==> config.mk <==
export PLATFORM = sky130hd
export DESIGN_NAME = bmp_ctrl
export DESIGN_NICKNAME = d
export VERILOG_FILES = /design/src/sv/bmp_pkg.sv /design/src/sv/bmp_ctrl.sv
export SDC_FILE = /design/constraint.sdc
export NUM_CORES = 1
export LEC_CHECK = 0
export BUFFER_PORTS_ARGS = -buffer_cell sky130_fd_sc_hd__buf_4
export CAP_MARGIN = 20
export CORE_MARGIN = 3
export CORE_UTILIZATION = 35
export CTS_CLUSTER_SIZE = 16
export DETAILED_ROUTE_END_ITERATION = 6
export HOLD_SLACK_MARGIN = 0.1
export PLACE_DENSITY_LB_ADDON = 0.25
export SLEW_MARGIN = 5
export SYNTH_ARGS = -nofsm -noshare
export SYNTH_HDL_FRONTEND = slang
export SYNTH_SLANG_ARGS = --single-unit
==> constraint.sdc <==
create_clock -name clk -period 2 [get_ports clk]
set_input_delay 0.1 -clock clk [delete_from_list [all_inputs] [get_ports clk]]
set_output_delay 0.1 -clock clk [all_outputs]
set_load 0.01 [all_outputs]
==> src/sv/bmp_pkg.sv <==
// Shared types and constants for the BMP to RGB565 stream decoder.
package bmp_pkg;

  localparam int unsigned LenW   = 32;
  localparam int unsigned CapW   = 25;
  localparam int unsigned CoordW = 24;

  localparam logic [CapW-1:0] DefaultCap = CapW'(1024 * 1024);
  localparam logic [CapW-1:0] MaxCap     = CapW'(16777216);
  localparam logic [LenW-1:0] FileHdrLen = 32'd14;
  localparam logic [LenW-1:0] HdrEnd     = 32'd54;
  localparam logic [LenW-1:0] MinDib     = 32'd40;

  localparam logic [0:0] CfgStreamLength = 1'b0;
  localparam logic [0:0] CfgPixelCap     = 1'b1;

  localparam logic [3:0] ErrShortFile   = 4'd0;
  localparam logic [3:0] ErrSignature   = 4'd1;
  localparam logic [3:0] ErrShortInfo   = 4'd2;
  localparam logic [3:0] ErrSmallDib    = 4'd3;
  localparam logic [3:0] ErrDibPastEnd  = 4'd4;
  localparam logic [3:0] ErrOffset      = 4'd5;
  localparam logic [3:0] ErrDimensions  = 4'd6;
  localparam logic [3:0] ErrPlanes      = 4'd7;
  localparam logic [3:0] ErrBpp         = 4'd8;
  localparam logic [3:0] ErrCompression = 4'd9;
  localparam logic [3:0] ErrCap         = 4'd10;
  localparam logic [3:0] ErrTruncated   = 4'd11;
  localparam logic [3:0] ErrDeclSize    = 4'd12;

  typedef enum logic [3:0] {
    PH_IDLE, PH_HEADER, PH_CHK_A, PH_CHK_B, PH_CHK_C, PH_CHK_D,
    PH_GAP, PH_PIXELS, PH_PAD, PH_DONE, PH_FAILED
  } phase_t;

  typedef enum logic [3:0] {
    OP_NONE, OP_HDR, OP_SKIP, OP_PIX, OP_PAD, OP_CHK_A, OP_CHK_B, OP_CHK_C, OP_CHK_D
  } op_t;

  typedef struct packed {
    op_t  op;
    logic restart;
    logic load_out;
  } bmp_cmd_t;

  typedef struct packed {
    logic       hdr_err;
    logic       hdr_done;
    logic       before_pix;
    logic       pix_emit;
    logic       pix_last;
    logic       row_pad;
    logic       pad_one;
    logic       chk_fail;
  } bmp_status_t;

endpackage

==> src/sv/bmp_ctrl.sv <==
// Sequencer for header parse, header checks, gap skip, pixel and padding phases.
module bmp_ctrl
  import bmp_pkg::*;
(
  input  logic        clk,
  input  logic        rst_n,
  input  logic        in_valid,
  input  logic        in_start_req,
  output logic        in_ready,
  output logic        out_valid,
  input  logic        out_ready,
  input  bmp_status_t status,
  output bmp_cmd_t    cmd
);

  phase_t phase_r, phase_nxt;
  logic   out_valid_r, out_valid_nxt;
  logic   out_free, busy, accept;
  phase_t work;

  assign out_free = !out_valid_r || out_ready;
  assign busy     = (phase_r inside {PH_CHK_A, PH_CHK_B, PH_CHK_C, PH_CHK_D});
  assign in_ready = out_free && !busy;
  assign accept   = in_valid && in_ready;
  assign work     = in_start_req ? PH_HEADER : phase_r;
  assign out_valid = out_valid_r;

  // next state
  always_comb begin
    phase_nxt = phase_r;
    case (phase_r)
      PH_CHK_A: phase_nxt = PH_CHK_B;
      PH_CHK_B: phase_nxt = PH_CHK_C;
      PH_CHK_C: phase_nxt = PH_CHK_D;
      PH_CHK_D: begin
        if (out_free) begin
          phase_nxt = status.chk_fail ? PH_FAILED : PH_GAP;
        end
      end
      default: begin
        if (accept) begin
          case (work)
            PH_HEADER: begin
              if (status.hdr_err) begin
                phase_nxt = PH_FAILED;
              end else if (status.hdr_done) begin
                phase_nxt = PH_CHK_A;
              end else begin
                phase_nxt = PH_HEADER;
              end
            end
            PH_GAP, PH_PIXELS: begin
              if (work == PH_GAP && status.before_pix) begin
                phase_nxt = PH_GAP;
              end else if (status.pix_emit && status.pix_last) begin
                phase_nxt = PH_DONE;
              end else if (status.row_pad) begin
                phase_nxt = PH_PAD;
              end else begin
                phase_nxt = PH_PIXELS;
              end
            end
            PH_PAD: begin
              if (status.pad_one) begin
                phase_nxt = PH_PIXELS;
              end
            end
            default: phase_nxt = phase_r;
          endcase
        end
      end
    endcase
  end

  // commands
  always_comb begin
    cmd.op       = OP_NONE;
    cmd.restart  = 1'b0;
    cmd.load_out = 1'b0;
    case (phase_r)
      PH_CHK_A: cmd.op = OP_CHK_A;
      PH_CHK_B: cmd.op = OP_CHK_B;
      PH_CHK_C: cmd.op = OP_CHK_C;
      PH_CHK_D: begin
        if (out_free) begin
          cmd.op       = OP_CHK_D;
          cmd.load_out = status.chk_fail;
        end
      end
      default: begin
        if (accept) begin
          cmd.restart = in_start_req;
          case (work)
            PH_HEADER: begin
              cmd.op       = OP_HDR;
              cmd.load_out = status.hdr_err;
            end
            PH_GAP: begin
              if (status.before_pix) begin
                cmd.op = OP_SKIP;
              end else begin
                cmd.op       = OP_PIX;
                cmd.load_out = status.pix_emit;
              end
            end
            PH_PIXELS: begin
              cmd.op       = OP_PIX;
              cmd.load_out = status.pix_emit;
            end
            PH_PAD:  cmd.op = OP_PAD;
            default: cmd.op = OP_NONE;
          endcase
        end
      end
    endcase
  end

  always_comb begin
    out_valid_nxt = out_valid_r;
    if (cmd.load_out) begin
      out_valid_nxt = 1'b1;
    end else if (out_ready) begin
      out_valid_nxt = 1'b0;
    end
  end

  always_ff @(posedge clk) begin
    if (!rst_n) begin
      phase_r     <= PH_IDLE;
      out_valid_r <= 1'b0;
    end else begin
      phase_r     <= phase_nxt;
      out_valid_r <= out_valid_nxt;
    end
  end

endmodule

---- After elaboration in Yosys (flattened, before gate mapping) ----
Cells that the tools add are included.
word-level totals
  flip-flop bits (word level) ............. 5
  latch bits .............................. 0
  bits in writable memories ............... 0
  bits in read-only memories .............. 0
  input port bits ......................... 13
  output and inout bits ................... 8
  memories kept ........................... 0
operators by class
  add/sub/neg operators ................... 0
  multipliers ............................. 0
  divide/modulo/power cells ............... 0
  $lt $le $gt $ge ......................... 0
  eq/ne operators ......................... 10
  shifts and indexed selects .............. 0
  mux-type cells .......................... 24
  bitwise operators ....................... 0
  reduce and logical (&&, ||, !) cells .... 15
operator list
  operator                                                               count
  4-bit one-hot mux with 4 select lines                                  3
  4-bit two-way mux                                                      10
  4-bit by 3-bit equality test with 1-bit output, second input constant  4
  4-bit one-hot mux with 3 select lines                                  1
  4-bit by 2-bit equality test with 1-bit output, second input constant  2
  7-bit nonzero test                                                     1
  1-bit two-way mux                                                      6
  6-bit two-way mux                                                      1
  6-bit inequality test, second input constant                           1
  5-bit nonzero test                                                     1
  4-bit by 1-bit equality test with 1-bit output, second input constant  1
  4-bit equality test, second input constant                             1
  1-bit logical AND                                                      4
  4-bit AND reduction                                                    1
  4-bit nonzero test                                                     1
  4-bit OR reduction                                                     1
  1-bit one-hot mux with 3 select lines                                  1
  3-bit OR reduction                                                     1
  1-bit logical NOT                                                      2
  2-bit two-way mux                                                      1
  2-bit inequality test, second input constant                           1
  1-bit one-hot mux with 2 select lines                                  1
  2-bit nonzero test                                                     1
  2-bit OR reduction                                                     1
  1-bit logical OR                                                       1

---- Logic depth before layout (Yosys ltp) ----
  depth after elaboration ................. 8
  depth in mapped cells ................... 6
  mapped depth without buffers ............ 5

---- Worst setup path after synthesis ----
Ideal clock, no wire load.
  path kind ............................... reg-to-reg
  start point ............................. register phase_r[1]
  end point ............................... register phase_r[2]
  library setup time ...................... 0.119 ns
  arrival ................................. 1.640 ns
  data required time ...................... 1.881 ns
  setup slack ............................. 0.241 ns
  cell stages (with the launch flop) ...... 6
  path buffers ............................ 0
  cell sequence ........................... dfxtp_1 -> or4b_4 -> nand4bb_4 -> a31oi_4 -> o31ai_1 -> o221a_1
on the way
  cells in the longest elaborated chain, start to end .. 7
  elaborated cells on any way between the ends .. 24
  classes of those cells .................. eq/ne: 10; mux: 5; reduce/logical: 9
RTL lines
  element                                                                                      RTL line                                        text
  from (decl)                                                                                  bmp_ctrl.sv:16                                  phase_t phase_r, phase_nxt;
  from (signal assigned)                                                                       bmp_ctrl.sv:132                                 phase_r <= phase_nxt;
  4-bit two-way mux (tied with other cells)                                                    bmp_ctrl.sv:25                                  assign work = in_start_req ? PH_HEADER : phase_r;
  4-bit by 3-bit equality test with 1-bit output / 4-bit nonzero test (equally long branches)  bmp_ctrl.sv:42, bmp_ctrl.sv:53, bmp_ctrl.sv:22
  1-bit logical AND / 1-bit logical NOT (equally long branches)                                bmp_ctrl.sv:53, bmp_ctrl.sv:23
  4-bit two-way mux / 1-bit logical AND (equally long branches)                                bmp_ctrl.sv:53, bmp_ctrl.sv:23
  4-bit one-hot mux with 3 select lines / 1-bit logical AND (equally long branches)            bmp_ctrl.sv:42, bmp_ctrl.sv:24
  4-bit two-way mux / 5-bit nonzero test (equally long branches)                               n/a
  4-bit one-hot mux with 4 select lines / 4-bit AND reduction (equally long branches)          n/a
Parallel ways exist; a longest one is shown, timed or not. The select of a mux whose other input is x is not followed.
A chain may end at the register's enable or synchronous reset.

==> out/metrics.yaml <==
rsz0062_at_grt: "no"
drtAntennaViolNets: 0
cp_common_cell: "buf_4"
grt_pass1_wl_um: 2946
finalCritPeriodShare_pct: 91.67
route.detailed.drc: 0
cts_buffers: 3
place_ws_ns: 0.1962
ff2ff_setup_slack_ns: 0.19
cts_tree: "built"
clockPowerShare_pct: 11.2
hold_viol: 0
cts_setup_buffers: 0
cp_top_family: "simple AND/OR/NAND/NOR gates"
r2r_cells: 5
syn_inst: 86
combPwrFrac_pct: 74.1
synth_top_area_share_pct: 15.97
start_kind: "register"
grt_usage_pct: 15.75
nets: 124
ctsHoldBuffers: 0
fin_ws_ns: 0.1667
cellPowerDensity_mw_per_mm2: 1271
r2r-start: "phase_r[1]"
htreeDepth: 1
worst_skew_pair.late_latency_ns: 0.25
cp.required_ns: 1.90
dieArea_mm2: 0.002335
fp.dieW_um: 48.32
hold_start: "rst_n"
antenna_found_initial: 0
io_buffers: 20
cts_root_buf: "clkbuf_4"
wl_um: 1791
fp.dieH_um: 48.32
vias: 751
min_to: "out_valid"
maxSlewViolCount: 0
hold_path.class: "in2reg"
post_cts_resize_count: 0
syn_area_um2: 626.9
area_growth_pct: 35.73
via_per_inst: 5.604
path_cells: "buf_4, nand2_1, nor4b_1, a22o_1, buf_4"
synth.area.top_cells: "dfxtp_1 (16%), o21ai_0 (6.4%), nor2b_1 (5.0%), a21oi_1 (4.8%), nand2_1 (4.8%)"
synth-main-ff-cell: "dfxtp_1"
path_clk_slew_ns: 0.05
gp_congestion: 0.7852
max_stage_delay_ns: 0.46
ir_drop_uv: 447.5
placed_cells: 130
drt-pass1-iter-count: 5
drt_iter0_markers: 12
hpwl_um: 1401
pwr-share-seq_pct: 14.7
setup_tns_ns: 0
clock.fmax_mhz: 545.5
finalClockSkew_ns: 0.009933
yosysSeqAreaShare_pct: 15.97
fin_hold_ws_ns: 0.1128
slowest_stage: "nor4b_1"
crit_fanout: 12
intPower_w: 0.0005868
grt_max_degree: 16
synthesis.nets: 99
overflow: 0
synth-edff-count: 0
sw_frac_of_total_pct: 45.73
grt_pass1_vias: 662
wl_per_cell_um: 13.37
worstPathArrival_ns: 1.73
async_flop_share_pct: 0
finalSetupViolCount: 0
tightest_slew_ns: 0.5427
syn_avg_cell_area_um2: 7.289
p_leak_nw: 0.3397
reg2reg_to: "phase_r[2]"
fill_cells: 159
slew_headroom_pct: 63.82
hold_depth: 2
clock-sinks: 5
cp.buffers_inverters: 2
crit_path_end_kind: "output pin"
drv_cap: 0
drive_above_1_share_pct: 31.82
critPathKind: "reg2out"
yosys_warnings: 0
switchingPower_w: 0.0004945
synth_seq_cells: 5
netlist-cell-type-count: 38
status: "complete, no violations"
fin_crit_ns: 1.833
synth_top_cell_by_area: "dfxtp_1"
initial_core_util_pct: 39.32
core-area_mm2: 0.001594
pin_count: 21
postLayoutCoreUtil_pct: 53.38
row_count: 14
stdcell_count: 134
clock_path_buffers: 2
diodes: 0
layout make-up:
type	instances	area, µm²	area share [%]
sequential	5	100.1	11.76
multi-input combinational	73	491.7	57.79
timing repair buffer	26	195.2	22.94
tap	24	30.03	3.529
inverter	2	7.507	0.8824
clock buffer	4	26.28	3.088
cell families after synthesis:
| kind of cell | share of synthesized area (%) |
|---|---|
| and+or+nand+nor | 37.73 |
| AOI/OAI and AO/OA | 39.12 |
| buffers and inverters | 5.588 |
| DFF | 15.97 |
| muxes | 1.597 |
state kept, by name, summed over array words and instances (netlist names):
name,cells
phase_r,4
out_valid,1
cells in the final DEF (no fill, tap or decap), types with 2 or more instances in the layout:
master / n
dfxtp_1: 5
nor4_1: 2
nor4b_1: 2
o21ai_0: 8
a21oi_1: 6
inv_1: 2
nor2_1: 8
nand2b_1: 2
o21a_1: 2
a21boi_0: 2
nor2b_1: 5
buf_4: 26
nand3b_1: 2
nand2_1: 8
o31ai_1: 3
a31oi_1: 2
clkbuf_4: 3
nand3_1: 2
worst register-to-register path: stages, from the launching register on:
cell and delay, ns:
dfxtp_1 0.31, or4b_4 0.54, nand4bb_4 0.26, a31oi_4 0.26, o31ai_1 0.12, o221a_1 0.21
stage by stage:
step | instance area (µm²) | power [W]
after CTS | 850.8 | 0.001081
after floorplan | 626.9 | 0.0006861
after global routing | 850.8 | 0.001164
final | 850.8 | 0.001081
after global placement | 824.5 | 0.0009501
after detailed placement | 824.5 | 0.0009593
power by group through the flow:
stage	logic (W)	clock network [W]	registers, W
after floorplan	0.000510	0	0.000176
after global placement	0.000792	0	0.000158
after detailed placement	0.000799	0	0.000160
after CTS	0.000799	0.000123	0.000159
after global routing	0.000871	0.000132	0.000161
final	0.000801	0.000121	0.000159
worst max path at each step:
stage | startpoint | to | depth (start not counted)
final | phase_r[0] | cmd[0] | 5
after global routing | phase_r[0] | cmd[0] | 5
after CTS | phase_r[1] | cmd[0] | 6
after detailed placement | phase_r[1] | phase_r[2] | 5
after global placement | phase_r[1] | phase_r[2] | 5
after floorplan | phase_r[1] | phase_r[2] | 5
cells in the mapped netlist (2+ instances only):
cell type  n
nand3_1    2
o21a_1     2
nand2_1    8
nor2_1     8
dfxtp_1    5
o31ai_1    3
nand3b_1   2
nor4b_1    2
o21ai_0    8
clkbuf_1   4
nor4_1     2
a21boi_0   2
a21oi_1    6
nor2b_1    5
nand2b_1   2
inv_1      2
a31oi_1    2
routing by layer:
metal / up-vias / wire length, µm / track usage, %
met5: - / 0 / 0
met4: 0 / 27 / 9.953
met3: 4 / 145 / 3.988
met2: 35 / 859 / 24.77
met1: 334 / 758 / 19.10
li1: 378 / - / -
Note: power is estimated with default switching activity, not from simulation.
